<file path="src/hw/rtl/wavhp_pkg.sv">
`timescale 1ns / 1ps
`default_nettype none

package wavhp_pkg;

  localparam logic [31:0] TAG_RIFF = 32'h5249_4646;
  localparam logic [31:0] TAG_WAVE = 32'h5741_5645;
  localparam logic [31:0] TAG_FMT  = 32'h666D_7420;
  localparam logic [31:0] TAG_DATA = 32'h6461_7461;

  localparam logic [15:0] FORMAT_PCM     = 16'd1;
  localparam logic [15:0] BITS_SUPPORTED = 16'd16;
  localparam logic [31:0] FMT_MIN_LENGTH = 32'd16;

  typedef enum logic [2:0] {
    ST_OK          = 3'd0,
    ST_BAD_TAG     = 3'd1,
    ST_TRUNCATED   = 3'd2,
    ST_BAD_FORMAT  = 3'd3,
    ST_EMPTY_DATA  = 3'd4
  } wavhp_status_e;

  typedef struct packed {
    logic [7:0] data_byte;
    logic       first_byte;
    logic       last_byte;
  } wavhp_beat_t;

  typedef struct packed {
    wavhp_status_e status;
    logic [15:0]   channel_count;
    logic [31:0]   sample_rate;
    logic [15:0]   sample_bits;
    logic [31:0]   data_offset;
    logic [31:0]   data_length;
  } wavhp_result_t;

endpackage

`default_nettype wire

</file>
<file path="src/hw/rtl/wavhp_if.sv">
`timescale 1ns / 1ps
`default_nettype none

interface wavhp_in_if;
  logic       valid;
  logic       ready;
  logic [7:0] data_byte;
  logic       first_byte;
  logic       last_byte;

  modport source (output valid, output data_byte, output first_byte, output last_byte,
                  input ready);
  modport sink   (input valid, input data_byte, input first_byte, input last_byte,
                  output ready);
endinterface

interface wavhp_out_if;
  logic        valid;
  logic        ready;
  logic [2:0]  status;
  logic [15:0] channel_count;
  logic [31:0] sample_rate;
  logic [15:0] sample_bits;
  logic [31:0] data_offset;
  logic [31:0] data_length;

  modport source (output valid, output status, output channel_count, output sample_rate,
                  output sample_bits, output data_offset, output data_length,
                  input ready);
  modport sink   (input valid, input status, input channel_count, input sample_rate,
                  input sample_bits, input data_offset, input data_length,
                  output ready);
endinterface

`default_nettype wire

</file>
<file path="src/hw/rtl/wav_header_parser_top.sv">
// Result: the byte that completes the data chunk header, a bad tag, or the last byte of
// the file is held in the input register; its result then enters the result register.
// Throughput: one byte per cycle, set by the single pass of the parse logic between the
// input register and the result register; stalls only while a result waits unaccepted.
// Reset: rst_ni clears the stages and returns the parser to idle, waiting for a first byte.
`timescale 1ns / 1ps
`default_nettype none

module wav_header_parser_top (
  input  logic         clk_i,
  input  logic         rst_ni,
  wavhp_in_if.sink     in_i,
  wavhp_out_if.source  out_o
);
  import wavhp_pkg::*;

  logic          in_valid_q;
  wavhp_beat_t   in_beat_q;
  logic          out_valid_q;
  wavhp_result_t out_res_q;
  logic          advance;
  logic          emit;
  wavhp_result_t result;

  assign advance  = in_valid_q && (!out_valid_q || out_o.ready);
  assign in_i.ready = !in_valid_q || advance;

  always_ff @(posedge clk_i or negedge rst_ni) begin
    if (!rst_ni) begin
      in_valid_q  <= 1'b0;
      out_valid_q <= 1'b0;
    end else begin
      if (in_i.ready) begin
        in_valid_q <= in_i.valid;
      end
      if (advance && emit) begin
        out_valid_q <= 1'b1;
      end else if (out_o.ready) begin
        out_valid_q <= 1'b0;
      end
    end
  end

  always_ff @(posedge clk_i) begin
    if (in_i.ready && in_i.valid) begin
      in_beat_q.data_byte  <= in_i.data_byte;
      in_beat_q.first_byte <= in_i.first_byte;
      in_beat_q.last_byte  <= in_i.last_byte;
    end
    if (advance && emit) begin
      out_res_q <= result;
    end
  end

  wavhp_core u_core (
    .clk_i    (clk_i),
    .rst_ni   (rst_ni),
    .step_i   (advance),
    .beat_i   (in_beat_q),
    .emit_o   (emit),
    .result_o (result)
  );

  assign out_o.valid         = out_valid_q;
  assign out_o.status        = out_res_q.status;
  assign out_o.channel_count = out_res_q.channel_count;
  assign out_o.sample_rate   = out_res_q.sample_rate;
  assign out_o.sample_bits   = out_res_q.sample_bits;
  assign out_o.data_offset   = out_res_q.data_offset;
  assign out_o.data_length   = out_res_q.data_length;

endmodule

`default_nettype wire

</file>
<file path="src/hw/rtl/wavhp_core.sv">
`timescale 1ns / 1ps
`default_nettype none

module wavhp_core (
  input  logic                    clk_i,
  input  logic                    rst_ni,
  input  logic                    step_i,
  input  wavhp_pkg::wavhp_beat_t   beat_i,
  output logic                    emit_o,
  output wavhp_pkg::wavhp_result_t result_o
);
  import wavhp_pkg::*;

  typedef enum logic [3:0] {
    PH_IDLE      = 4'd0,
    PH_RIFF_TAG  = 4'd1,
    PH_RIFF_SIZE = 4'd2,
    PH_WAVE_TAG  = 4'd3,
    PH_CHUNK_HDR = 4'd4,
    PH_FMT_BODY  = 4'd5,
    PH_SKIP      = 4'd6,
    PH_DONE      = 4'd7
  } phase_e;

  phase_e      phase_q, phase_d, phase_c;
  logic [4:0]  idx_q, idx_d, idx_c, idx_inc;
  logic [31:0] tag_q, tag_d, tag_c, tag_shifted;
  logic [31:0] len_q, len_d, len_c, len_merged;
  logic [31:0] skip_q, skip_d, skip_c, skip_dec;
  logic [31:0] pos_q, pos_d, pos_c;
  logic [15:0] code_q, code_d, code_c;
  logic [15:0] chan_q, chan_d, chan_c;
  logic [31:0] rate_q, rate_d, rate_c;
  logic [15:0] bits_q, bits_d, bits_c;
  logic        ok_q, ok_d, ok_c;
  logic        restart;
  logic        emit;
  wavhp_status_e status;
  logic [31:0] out_offset;
  logic [31:0] out_length;
  logic [7:0]  b;

  assign b       = beat_i.data_byte;
  assign restart = step_i && beat_i.first_byte;

  always_comb begin
    phase_c = restart ? PH_RIFF_TAG : phase_q;
    idx_c   = restart ? 5'd0 : idx_q;
    tag_c   = restart ? 32'd0 : tag_q;
    len_c   = restart ? 32'd0 : len_q;
    skip_c  = restart ? 32'd0 : skip_q;
    pos_c   = restart ? 32'd0 : pos_q;
    code_c  = restart ? 16'd0 : code_q;
    chan_c  = restart ? 16'd1 : chan_q;
    rate_c  = restart ? 32'd0 : rate_q;
    bits_c  = restart ? 16'd16 : bits_q;
    ok_c    = restart ? 1'b0 : ok_q;

    tag_shifted = {tag_c[23:0], b};
    idx_inc     = idx_c + 5'd1;
    skip_dec    = skip_c - 32'd1;

    len_merged = len_c;
    unique case (idx_c[1:0])
      2'd0: len_merged[7:0]   = len_c[7:0]   | b;
      2'd1: len_merged[15:8]  = len_c[15:8]  | b;
      2'd2: len_merged[23:16] = len_c[23:16] | b;
      2'd3: len_merged[31:24] = len_c[31:24] | b;
      default: len_merged = len_c;
    endcase

    phase_d = phase_c;
    idx_d   = idx_c;
    tag_d   = tag_c;
    len_d   = len_c;
    skip_d  = skip_c;
    pos_d   = pos_c;
    code_d  = code_c;
    chan_d  = chan_c;
    rate_d  = rate_c;
    bits_d  = bits_c;
    ok_d    = ok_c;

    emit       = 1'b0;
    status     = ST_OK;
    out_offset = 32'd0;
    out_length = 32'd0;

    if (step_i && phase_c != PH_IDLE && phase_c != PH_DONE) begin
      pos_d = pos_c + 32'd1;
      unique case (phase_c)
        PH_RIFF_TAG, PH_WAVE_TAG: begin
          tag_d = tag_shifted;
          if (idx_c >= 5'd3) begin
            if (tag_shifted != ((phase_c == PH_RIFF_TAG) ? TAG_RIFF : TAG_WAVE)) begin
              emit   = 1'b1;
              status = ST_BAD_TAG;
            end else begin
              idx_d   = 5'd0;
              phase_d = (phase_c == PH_RIFF_TAG) ? PH_RIFF_SIZE : PH_CHUNK_HDR;
            end
          end else begin
            idx_d = idx_inc;
          end
        end
        PH_RIFF_SIZE: begin
          if (idx_c >= 5'd3) begin
            idx_d   = 5'd0;
            phase_d = PH_WAVE_TAG;
          end else begin
            idx_d = idx_inc;
          end
        end
        PH_CHUNK_HDR: begin
          if (idx_c < 5'd4) begin
            tag_d = tag_shifted;
            if (idx_c == 5'd0) begin
              len_d = 32'd0;
            end
            idx_d = idx_inc;
          end else begin
            len_d = len_merged;
            if (idx_c < 5'd7) begin
              idx_d = idx_inc;
            end else if (tag_c == TAG_DATA) begin
              emit       = 1'b1;
              out_offset = pos_d;
              out_length = len_merged;
              if (!ok_c) begin
                status = ST_BAD_FORMAT;
              end else if (len_merged == 32'd0) begin
                status = ST_EMPTY_DATA;
              end else begin
                status = ST_OK;
              end
            end else if (tag_c == TAG_FMT && len_merged >= FMT_MIN_LENGTH) begin
              skip_d  = len_merged - FMT_MIN_LENGTH;
              idx_d   = 5'd0;
              phase_d = PH_FMT_BODY;
            end else begin
              if (tag_c == TAG_FMT) begin
                ok_d = 1'b0;
              end
              skip_d  = len_merged;
              idx_d   = 5'd0;
              phase_d = (len_merged != 32'd0) ? PH_SKIP : PH_CHUNK_HDR;
            end
          end
        end
        PH_FMT_BODY: begin
          unique case (idx_c)
            5'd0:    code_d[7:0]   = b;
            5'd1:    code_d[15:8]  = b;
            5'd2:    chan_d[7:0]   = b;
            5'd3:    chan_d[15:8]  = b;
            5'd4:    rate_d[7:0]   = b;
            5'd5:    rate_d[15:8]  = b;
            5'd6:    rate_d[23:16] = b;
            5'd7:    rate_d[31:24] = b;
            5'd14:   bits_d[7:0]   = b;
            5'd15:   bits_d[15:8]  = b;
            default: code_d = code_c;
          endcase
          if (idx_c >= 5'd15) begin
            ok_d    = (code_d == FORMAT_PCM) && (bits_d == BITS_SUPPORTED) &&
                      (chan_d == 16'd1 || chan_d == 16'd2);
            idx_d   = 5'd0;
            phase_d = (skip_c != 32'd0) ? PH_SKIP : PH_CHUNK_HDR;
          end else begin
            idx_d = idx_inc;
          end
        end
        PH_SKIP: begin
          if (skip_c != 32'd0) begin
            skip_d = skip_dec;
          end
          if (skip_c == 32'd0 || skip_dec == 32'd0) begin
            idx_d   = 5'd0;
            phase_d = PH_CHUNK_HDR;
          end
        end
        default: phase_d = phase_c;
      endcase

      if (!emit && beat_i.last_byte) begin
        emit   = 1'b1;
        status = ST_TRUNCATED;
      end
      if (emit) begin
        phase_d = PH_DONE;
      end
    end
  end

  assign emit_o                 = emit;
  assign result_o.status        = status;
  assign result_o.channel_count = chan_d;
  assign result_o.sample_rate   = rate_d;
  assign result_o.sample_bits   = bits_d;
  assign result_o.data_offset   = out_offset;
  assign result_o.data_length   = out_length;

  always_ff @(posedge clk_i or negedge rst_ni) begin
    if (!rst_ni) begin
      phase_q <= PH_IDLE;
      idx_q   <= 5'd0;
      tag_q   <= 32'd0;
      len_q   <= 32'd0;
      skip_q  <= 32'd0;
      pos_q   <= 32'd0;
      code_q  <= 16'd0;
      chan_q  <= 16'd1;
      rate_q  <= 32'd0;
      bits_q  <= 16'd16;
      ok_q    <= 1'b0;
    end else begin
      phase_q <= phase_d;
      idx_q   <= idx_d;
      tag_q   <= tag_d;
      len_q   <= len_d;
      skip_q  <= skip_d;
      pos_q   <= pos_d;
      code_q  <= code_d;
      chan_q  <= chan_d;
      rate_q  <= rate_d;
      bits_q  <= bits_d;
      ok_q    <= ok_d;
    end
  end

  a_emit_enters_done: assert property (@(posedge clk_i) disable iff (!rst_ni)
    step_i && emit |=> phase_q == PH_DONE)
    else $error("parse not closed after result");

  a_ok_needs_format: assert property (@(posedge clk_i) disable iff (!rst_ni)
    step_i && emit && status == ST_OK |-> ok_c && out_length != 32'd0)
    else $error("ok result without supported format or data");

  a_done_is_quiet: assert property (@(posedge clk_i) disable iff (!rst_ni)
    step_i && phase_q == PH_DONE && !beat_i.first_byte |-> !emit ##1 $stable(pos_q))
    else $error("activity after result");

  a_hdr_index_range: assert property (@(posedge clk_i) disable iff (!rst_ni)
    (phase_q == PH_CHUNK_HDR |-> idx_q <= 5'd7) and
    (phase_q == PH_FMT_BODY |-> idx_q <= 5'd15))
    else $error("field index out of range");

endmodule

`default_nettype wire

</file>
<file path="src/flat_wrapper.sv">
// flat-port wrapper written by rule: the top's interface ports become plain ports
module wav_header_parser_top_flat import wavhp_pkg::*;
  (clk_i, rst_ni, in_i_valid, in_i_data_byte, in_i_first_byte, in_i_last_byte, in_i_ready, out_o_valid, out_o_status, out_o_channel_count, out_o_sample_rate, out_o_sample_bits, out_o_data_offset, out_o_data_length, out_o_ready);
  wavhp_in_if in_i_i ();
  wavhp_out_if out_o_i ();
  input  logic clk_i;
  input  logic rst_ni;
  input wire logic [$bits(in_i_i.valid)-1:0] in_i_valid;
  input wire logic [$bits(in_i_i.data_byte)-1:0] in_i_data_byte;
  input wire logic [$bits(in_i_i.first_byte)-1:0] in_i_first_byte;
  input wire logic [$bits(in_i_i.last_byte)-1:0] in_i_last_byte;
  output wire logic [$bits(in_i_i.ready)-1:0] in_i_ready;
  output wire logic [$bits(out_o_i.valid)-1:0] out_o_valid;
  output wire logic [$bits(out_o_i.status)-1:0] out_o_status;
  output wire logic [$bits(out_o_i.channel_count)-1:0] out_o_channel_count;
  output wire logic [$bits(out_o_i.sample_rate)-1:0] out_o_sample_rate;
  output wire logic [$bits(out_o_i.sample_bits)-1:0] out_o_sample_bits;
  output wire logic [$bits(out_o_i.data_offset)-1:0] out_o_data_offset;
  output wire logic [$bits(out_o_i.data_length)-1:0] out_o_data_length;
  input wire logic [$bits(out_o_i.ready)-1:0] out_o_ready;
  assign in_i_i.valid = in_i_valid;
  assign in_i_i.data_byte = in_i_data_byte;
  assign in_i_i.first_byte = in_i_first_byte;
  assign in_i_i.last_byte = in_i_last_byte;
  assign in_i_ready = in_i_i.ready;
  assign out_o_valid = out_o_i.valid;
  assign out_o_status = out_o_i.status;
  assign out_o_channel_count = out_o_i.channel_count;
  assign out_o_sample_rate = out_o_i.sample_rate;
  assign out_o_sample_bits = out_o_i.sample_bits;
  assign out_o_data_offset = out_o_i.data_offset;
  assign out_o_data_length = out_o_i.data_length;
  assign out_o_i.ready = out_o_ready;
  wav_header_parser_top u_core (.clk_i(clk_i), .rst_ni(rst_ni), .in_i(in_i_i), .out_o(out_o_i));
endmodule
</file>
<file path="config.mk">
export PLATFORM = sky130hd
export DESIGN_NAME = wav_header_parser_top_flat
export DESIGN_NICKNAME = d
export VERILOG_FILES = /design/src/hw/rtl/wavhp_pkg.sv /design/src/hw/rtl/wavhp_if.sv /design/src/hw/rtl/wav_header_parser_top.sv /design/src/hw/rtl/wavhp_core.sv /design/src/flat_wrapper.sv
export SDC_FILE = /design/constraint.sdc
export NUM_CORES = 1
export LEC_CHECK = 0
export BUFFER_PORTS_ARGS = -buffer_cell sky130_fd_sc_hd__clkbuf_2
export CORE_ASPECT_RATIO = 0.8
export CORE_MARGIN = 2
export CORE_UTILIZATION = 55
export CTS_CLUSTER_DIAMETER = 40
export DETAILED_ROUTE_END_ITERATION = 7
export GPL_TIMING_DRIVEN = 0
export PLACE_DENSITY_LB_ADDON = 0.3
export SYNTH_ARGS = -nofsm -noshare
export SYNTH_HDL_FRONTEND = slang
export SYNTH_SLANG_ARGS = --single-unit
</file>
<file path="constraint.sdc">
create_clock -name clk_i -period 5.8 [get_ports clk_i]
set_input_delay 1.16 -clock clk_i [delete_from_list [all_inputs] [get_ports clk_i]]
set_output_delay 1.16 -clock clk_i [all_outputs]
set_load 0.1 [all_outputs]
</file>
==> results of run 1 <==
[per-stage QoR]
step / power [mW] / hold slack (ps) / util
after floorplan: 7.06 / 470 / -
after detailed placement: 8.55 / 503 / 0.598
after global routing: 12.1 / 542 / 0.648
final: 11.7 / 520 / 0.648
after global placement: 8.53 / 489 / 0.595
after CTS: 11.5 / 519 / 0.646
[metal layers]
layer,part of all wire,track usage,up-vias
li1,-,-,7238
met1,0.42,0.560,8160
met2,0.43,0.531,1044
met3,0.11,0.0974,161
met4,0.035,0.133,0
met5,0,0,-
[worst paths after layout]
| path | cells after the start | slack, ps | endpoint | from |
|---|---|---|---|---|
| min in group asynchronous | 1 | 660 | u_core.u_core.rate_q[14] | rst_ni |
| hold reg to reg | 2 | 520 | u_core.u_core.tag_q[29] | u_core.u_core.tag_q[29] |
| max in group asynchronous | 2 | 4270 | u_core.u_core.skip_q[5] | rst_ni |
| hold / removal | 2 | 520 | u_core.u_core.tag_q[29] | u_core.u_core.tag_q[29] |
| setup / recovery | 18 | -20 | u_core.u_core.idx_q[0] | u_core.in_beat_q[1] |
| setup reg to reg | 18 | -20 | u_core.u_core.idx_q[0] | u_core.in_beat_q[1] |
[cells by family after synthesis]
logic type / Yosys count / share of synthesized area
fa+ha+maj: 7 / 0.00488
buf+inv: 141 / 0.0308
compound gates: 452 / 0.153
flops: 361 / 0.543
simple gates: 844 / 0.223
mux: 8 / 0.00467
xor+xnor: 86 / 0.0419
[layout make-up]
class | count | area, sq um
tap | 427 | 534
timing repair inverter | 2 | 12.5
inverter | 14 | 56.3
buffer | 127 | 523
multi-input combinational | 1397 | 7720
sequential | 361 | 9740
timing repair buffer | 151 | 842
clock buffer | 55 | 1180
fill | 2636 | 11400
clock inverter | 26 | 329
[registers in the layout, summed over array words and instances (netlist names), 32 cells and up]
register                  flops
u_core.out_o.data_length     32
u_core.out_o.data_offset     32
u_core.out_o.sample_rate     32
u_core.u_core.len_q          32
u_core.u_core.pos_q          32
u_core.u_core.rate_q         32
u_core.u_core.skip_q         32
u_core.u_core.tag_q          32
[where the power goes]
group / switching [mW] / internal [mW] / leakage, nW / total, mW
sequential: 0.284 / 3.03 / 4.38 / 3.31
clock: 1.15 / 1.74 / 0.729 / 2.88
combinational: 3.98 / 1.50 / 3.32 / 5.48
total: 5.42 / 6.26 / 8.43 / 11.7
[layout by cell type, fill, tap and decap left out, types with 17 or more instances in the layout]
| master | n |
|---|---|
| edfxtp_1 | 141 |
| xor2_1 | 43 |
| clkbuf_1 | 108 |
| nand4_1 | 23 |
| nor4_1 | 30 |
| o21ai_0 | 178 |
| nor3_1 | 43 |
| nand2_1 | 360 |
| dfrtp_1 | 218 |
| a21oi_1 | 107 |
| clkbuf_2 | 150 |
| clkbuf_16 | 45 |
| nor2_1 | 176 |
| xnor2_1 | 43 |
| a31oi_1 | 17 |
| and2_1 | 18 |
| or3_1 | 23 |
| nand3_1 | 56 |
| and3_1 | 17 |
[critical path, stage by stage (launching register included)]
cell      delay [ps]
edfxtp_1         370
buf_2            210
and2_1           170
buf_2            210
nand2_1          320
buf_4            360
buf_2            370
buf_2            380
clkbuf_4         340
nand2_1          150
ha_1             350
clkbuf_1         370
nand3_1          340
o21ai_0          200
a311oi_2         330
nand3_1          100
or4_1            610
o21ai_1          350
a31oi_1          130
[what timing repair did]
action	in CTS	in global routing
pin swaps	0	1
endpoints found under the setup margin	199	87
gates resized for setup	14	14
cloned	2	0
setup buffers	0	1
==> results.ini, run 1 <==
[status]
status = finished, violations left
violations = DRC, setup timing

[synthesis]
synth-warning-count = 0
ys_ff_latch = 361
ys_seq_area_frac = 0.543
yosysMostFrequentCell = nand2_1
synth_edf_count = 141
syn_inst = 1899
synth_area_per_cell_sq_um = 9.46
yosysUniqueCellTypes = 76
mappedNetlistArea_sq_mm = 0.0180
yosys_most_used_dff = dfrtp_1
synth_top_area_frac = 0.304
syn-num-nets = 1920
ys_top_cells_by_count = nand2_1 (360), dfrtp_1 (218), o21ai_0 (179), nor2_1 (177), edfxtp_1 (141)
synth_area_leaders = dfrtp_1 (30%), edfxtp_1 (24%), nand2_1 (7.5%)
yosysTopAreaCell = dfrtp_1
async_reset_ff_frac = 0.609

[sta]
relSlewSlack = 0.205
fmax_mhz = 172
post-route-period-util = 1.00
skew_ps = 31.6
worst_slack_ps = -22.1
setup_viol = 1
fin_crit_ps = 5820
slew_violations = 0
rsz0062_at_grt = false
worstMarginPinSlew_ps = 1190
fin_tns_setup_ps = -22.1
hold_viol = 0

[global_routing]
grt_overflow_total = 0
grt_util_all_layers = 0.376
antenna_found_initial = 0
first_global_vias = 15784
grt_max_degree = 91
grt_pass1_wl_mm = 96.7

[cts]
clkTransAtPathRegs_ps = 60
cts_sinks = 361
cts_max_level = 2
cts_hold_buffers = 0
clock_path_buffers = 3
cts_tree = done
cts_buffers = 44
root_buffer = clkbuf_16
clock_latency_ps = 580

[place]
dp_cells = 2476
gp_congestion = 0.982
place_area_sq_mm = 0.0193
pre_cts_ws_ps = -1390
dp_hpwl_mm = 45.3
port_buffers = 146

[final_layout]
final_cells = 2560
design_area_sq_mm = 0.0209
final_layout_size_suffix_gt1_frac = 0.131
area_growth_pct = 16.7
n_antenna_cell = 0
fin_nets = 2119

[worst_setup_path]
crit_path_max_fanout = 10
cp.arrival_ps = 6260
critPathKind = reg -> reg
startpoint_type = register
worst_ep_required_time_ps = 6240
end_kind = register

[floorplanning]
rows = 59
start_util = 0.555
die_y_um = 166
die_w_um = 206
io_pins = 147
die-area_sq_mm = 0.0341
core_area_sq_mm = 0.0323

[power_and_ir_drop]
powerDensity_mw_per_mm2 = 557
worst_ir_drop_vdd_mv = 0.357
cellLeakagePower_nw = 8.43

[drt]
drt_iter0_drc = 2506
drc = 3
wl_per_cell_um = 24.9
routed_wirelength_mm = 63.9
routed_via_density = 6.49
firstDrtPassIters = 8
antenna_left = 0
vias = 16603

[job]
max_cap_viol_count = 0

[min_path]
hold_class = reg -> reg

No activity file was read; power rests on OpenSTA's default activity.
==> run 2: changes to the inputs <==
- CTS_BUF_LIST: unset -> sky130_fd_sc_hd__clkbuf_16
==> results.ini, run 2 (synthesis results as in run 1) <==
[status]
status = finished, final reports clean

[worst_setup_path]
cp.arrival_ps = 6250
critPathLaunch = out_o_ready
reg2reg_from = u_core.in_beat_q[1]
cp.depth = 16
rr_worst_depth = 18
worst_ep_required_time_ps = 6280
end_kind = register
crit_path_max_fanout = 10
critPathKind = in -> reg
cpMostUsedCell = clkbuf_2
reg2reg_slack_ps = 40
startpoint_type = input pin
cpPeakStageDelay_ps = 780
reg2reg_to = u_core.u_core.idx_q[0]
cp.buffers_inverters = 6
cp_cell_sequence = clkbuf_2 > nor2b_1 > nor2_2 > clkbuf_2 > clkdlybuf4s15_1 > clkbuf_2 > clkbuf_2 > nor3b_1 > ha_1 > inv_1 > and2_1 > nand4_1 > or2_2 > a31oi_1 > o21ai_0 > o21ai_0
cp-endpoint = u_core.u_core.ok_q
slowest_stage = clkdlybuf4s15_1
crit_family = buffers and inverters

[final_layout]
layout_common_cells = nand2_1 (360), dfrtp_1 (218), o21ai_0 (178)
fin_nets = 2119
final_cells = 2560
layout_commonest_cell = nand2_1
area_growth_pct = 16.5
n_antenna_cell = 0
final_layout_size_suffix_gt1_frac = 0.130

[cts]
root_buffer = clkbuf_16
cts_buffers = 44
clock_latency_ps = 570
clkTransAtPathRegs_ps = 60
cts_sinks = 361
clock_path_buffers = 3
cts_max_level = 2
cts_tree = done
cts_hold_buffers = 0

[sta]
setup_viol = 0
rsz0062_at_grt = false
worst_slack_ps = 30.3
holdWs_ps = 519
hold_viol = 0
worstMarginPinSlew_ps = 1160
slew_violations = 0
post-route-period-util = 0.995
fmax_mhz = 173
fin_crit_ps = 5770
skew_ps = 29.9
relSlewSlack = 0.226

[drt]
routed_via_density = 6.49
firstDrtPassIters = 6
routed_wirelength_mm = 63.8
vias = 16612
antenna_left = 0
drt_iter0_drc = 2299
wl_per_cell_um = 24.9
drc = 0

[power_and_ir_drop]
worst_ir_drop_vdd_mv = 0.358
powerDensity_mw_per_mm2 = 555
cellLeakagePower_nw = 8.45
finalPower_mw = 11.6

[place]
port_buffers = 146
dp_hpwl_mm = 45.3
pre_cts_ws_ps = -1390
dp_cells = 2476
gp_congestion = 0.982

[global_routing]
antenna_found_initial = 0
grt_pass1_wl_mm = 96.7
grt_max_degree = 91
grt_util_all_layers = 0.376
grt_overflow_total = 0
first_global_vias = 15779

[floorplanning]
die-area_sq_mm = 0.0341
core_area_sq_mm = 0.0323
rows = 59
io_pins = 147
start_util = 0.555
die_w_um = 206
die_y_um = 166

[min_path]
hp-start = u_core.u_core.tag_q[29]
hold_depth = 2
hold_class = reg -> reg

[job]
max_cap_viol_count = 0

==> run 2: where the power goes <==
group	internal [mW]	switching (mW)	leakage, nW
registers	3.03	0.284	4.38
clock network	1.69	1.14	0.751
logic	1.50	3.98	3.32
==> run 2: timing repair <==
action / 4_1_cts / 5_1_grt
gates cloned: 2 / 0
hold endpoints to repair: 0 / 0
pin swaps: 0 / 1
buffers inserted: 0 / 1
resized for setup: 14 / 14
setup endpoints to repair: 199 / 87
==> run 2: area by class of cell <==
type                    count  area (sq um)
clock buffers              45          1130
repair inverters            2          12.5
inverters                  14          56.3
flip-flops and latches    361          9740
clock inverters            36           367
multi-input cells        1397          7720
repair buffers            151           842
plain buffers             127           523
well taps                 427           534
fillers                  2640         11400
==> run 2: routing by layer <==
metal | global-route usage | wire [um] | up-vias
met4 | 0.132 | 2150 | 0
met3 | 0.0980 | 7420 | 150
li1 | - | - | 7245
met2 | 0.532 | 27300 | 1053
met1 | 0.560 | 27000 | 8164
met5 | 0 | 0 | -
==> run 2: worst min path at each step <==
stage                                     to  slack [ps]
global route         u_core.u_core.tag_q[29]         540
detailed placement   u_core.u_core.len_q[19]         500
finish               u_core.u_core.tag_q[29]         520
global placement     u_core.u_core.len_q[22]         490
floorplan           u_core.u_core.skip_q[16]         470
CTS                  u_core.u_core.len_q[19]         520
==> run 2: worst min-delay path, delay by kind of cell, from the launching register on <==
family / cells / cell delay [ps]
AOI/OAI and AO/OA: 1 / 50
DFF: 1 / 370
and+or+nand+nor: 1 / 50
==> run 2: metrics by stage <==
stage	TNS [ps]	util	instance area [sq um]
floorplan	0	-	18000
global placement	-667620	0.595	19200
detailed placement	-216960	0.598	19300
CTS	0	0.645	20900
global route	0	0.647	20900
finish	0	0.647	20900
==> run 3: changes to the inputs <==
- ABC_AREA: unset -> 1
- clock period: 5.8 -> 6.23 ns (I/O delays scaled with it)
==> results.ini, run 3 <==
[status]
status = finished, final reports clean

[place]
place_area_sq_mm = 0.0209
pre_cts_ws_ps = 543
gp_congestion = 0.998
port_buffers = 146
dp_cells = 3060
dp_hpwl_mm = 47.3

[drt]
wl_per_cell_um = 20.3
firstDrtPassIters = 6
routed_wirelength_mm = 63.7
antenna_left = 0
drc = 0
routed_via_density = 5.84
drt_iter0_drc = 2410
vias = 18361

[sta]
fmax_mhz = 190
slew_violations = 0
fin_crit_ps = 5270
rsz0062_at_grt = false
hold_viol = 0
relSlewSlack = 0.344
post-route-period-util = 0.846
setup_viol = 0
worst_slack_ps = 959
holdWs_ps = 519
skew_ps = 15.9
fin_tns_setup_ps = 0
worstMarginPinSlew_ps = 984

[synthesis]
yosysUniqueCellTypes = 56
async_reset_ff_frac = 0.609
syn_inst = 2439
yosysMostFrequentCell = nand2_1
yosysTopAreaCell = dfrtp_1
synth-warning-count = 0
ys_ff_latch = 361
ys_seq_area_frac = 0.501
ys_top_cells_by_count = nand2_1 (749), nor2_1 (261), o21ai_0 (220), dfrtp_1 (218), inv_1 (193)
mappedNetlistArea_sq_mm = 0.0194
yosys_most_used_dff = dfrtp_1
synth_edf_count = 141
syn-num-nets = 2460
synth_area_leaders = dfrtp_1 (28%), edfxtp_1 (22%), nand2_1 (14%)
synth_top_area_frac = 0.281
synth_area_per_cell_sq_um = 7.97

[floorplanning]
io_pins = 147
rows = 61
start_util = 0.558
die_y_um = 172
core_area_sq_mm = 0.0348
die-area_sq_mm = 0.0369
die_w_um = 214

[final_layout]
final_cells = 3143
utilization = 0.641
design_area_sq_mm = 0.0223
ff_latch_area_sq_mm = 0.00974
layout_common_cells = nand2_1 (749), nor2_1 (261), o21ai_0 (220)
area_growth_pct = 14.8
num-fill-cells = 3081
multi_input_area_sq_mm = 0.00824
fin_nets = 2655
layout_commonest_cell = nand2_1
final_layout_size_suffix_gt1_frac = 0.141

[worst_setup_path]
worst_ep_required_time_ps = 6540
cp_cell_sequence = clkbuf_2 > inv_2 > nand2_2 > nand3_4 > buf_6 > buf_6 > buf_4 > buf_2 > buf_1 > buf_2 > nand2_1 > inv_1 > ha_1 > nand3_1 > inv_1 > nand3_2 > nor4_4 > nand2_2 > nor2_1 > nand3_1 > xor2_1 > nand2_1 > inv_1
startpoint_type = input pin
slowest_stage = buf_1
crit_path_max_fanout = 10
crit_family = buffers and inverters
cpMostUsedCell = inv_1
critPathKind = in -> reg
cp.buffers_inverters = 11
end_kind = register
cpPeakStageDelay_ps = 580
cp.arrival_ps = 5580
reg2reg_slack_ps = 1400

[global_routing]
antenna_found_initial = 4
first_global_vias = 16831
grt_overflow_total = 0
grt_max_degree = 88
grt_pass1_wl_mm = 97.3
grt_util_all_layers = 0.345

[power_and_ir_drop]
worst_ir_drop_vdd_mv = 0.268
finalPower_mw = 9.32
cellLeakagePower_nw = 10.8
powerDensity_mw_per_mm2 = 418

[cts]
root_buffer = clkbuf_16
cts_hold_buffers = 0
ctsResizeCount = 0
clock_latency_ps = 560
cts_buffers = 44
clock_path_buffers = 3
cts_sinks = 361
clkTransAtPathRegs_ps = 60
cts_max_level = 2
cts_tree = done
cts_setup_buffers = 0

[min_path]
hold_class = reg -> reg

[job]
max_cap_viol_count = 0

[run 3: cell families after synthesis]
| kind of cell | synth area share |
|---|---|
| AO/OA/AOI/OAI | 0.102 |
| flip-flops | 0.501 |
| AND/OR/NAND/NOR | 0.291 |
| buffers and inverters | 0.0746 |
| adder cells (fa/ha/maj) | 0.00451 |
| XOR/XNOR | 0.0257 |
| multiplexers | 0.00103 |
[run 3: layout make-up]
| type | count | area share |
|---|---|---|
| inverters | 228 | 0.0386 |
| diodes | 1 | 0.000112 |
| well taps | 472 | 0.0265 |
| flip-flops and latches | 361 | 0.437 |
| multi-input cells | 1736 | 0.370 |
| repair buffers | 149 | 0.0369 |
| clock buffers | 46 | 0.0516 |
| plain buffers | 114 | 0.0266 |
| clock inverters | 36 | 0.0134 |
[run 3: path summary, 6_finish.rpt]
check | endpoint | from | cells after the start
worst min-delay path | u_core.u_core.tag_q[31] | u_core.u_core.tag_q[31] | 2
min in group asynchronous | u_core.u_core.skip_q[19] | rst_ni | 1
worst max-delay path | u_core.out_o.data_offset[30] | out_o_ready | 23
worst min register to register | u_core.u_core.tag_q[31] | u_core.u_core.tag_q[31] | 2
worst max register to register | u_core.out_o.data_offset[30] | u_core.out_o.valid | 21
max in group asynchronous | u_core.u_core.chan_q[0] | rst_ni | 2
[run 3: routing by layer]
layer  up-vias  track usage  part of all wire  wire, um
li1       8423            -                 -         -
met1      8724        0.509              0.44     28200
met2      1062        0.485              0.40     25700
met3       148        0.110              0.13      8190
met4         4       0.0978             0.026      1640
met5         -            0           0.00035        22
[run 3: worst min-delay path, stage by stage (launching register included)]
cell	delay [ps]
dfrtp_1	340
nand3_1	70
o21ai_0	70
[run 3: where the power goes]
part / total, mW / switching, mW / internal (mW)
Sequential: 3.02 / 0.168 / 2.86
Combinational: 3.75 / 3.04 / 0.707
Clock: 2.55 / 1.03 / 1.51
Total: 9.32 / 4.24 / 5.08
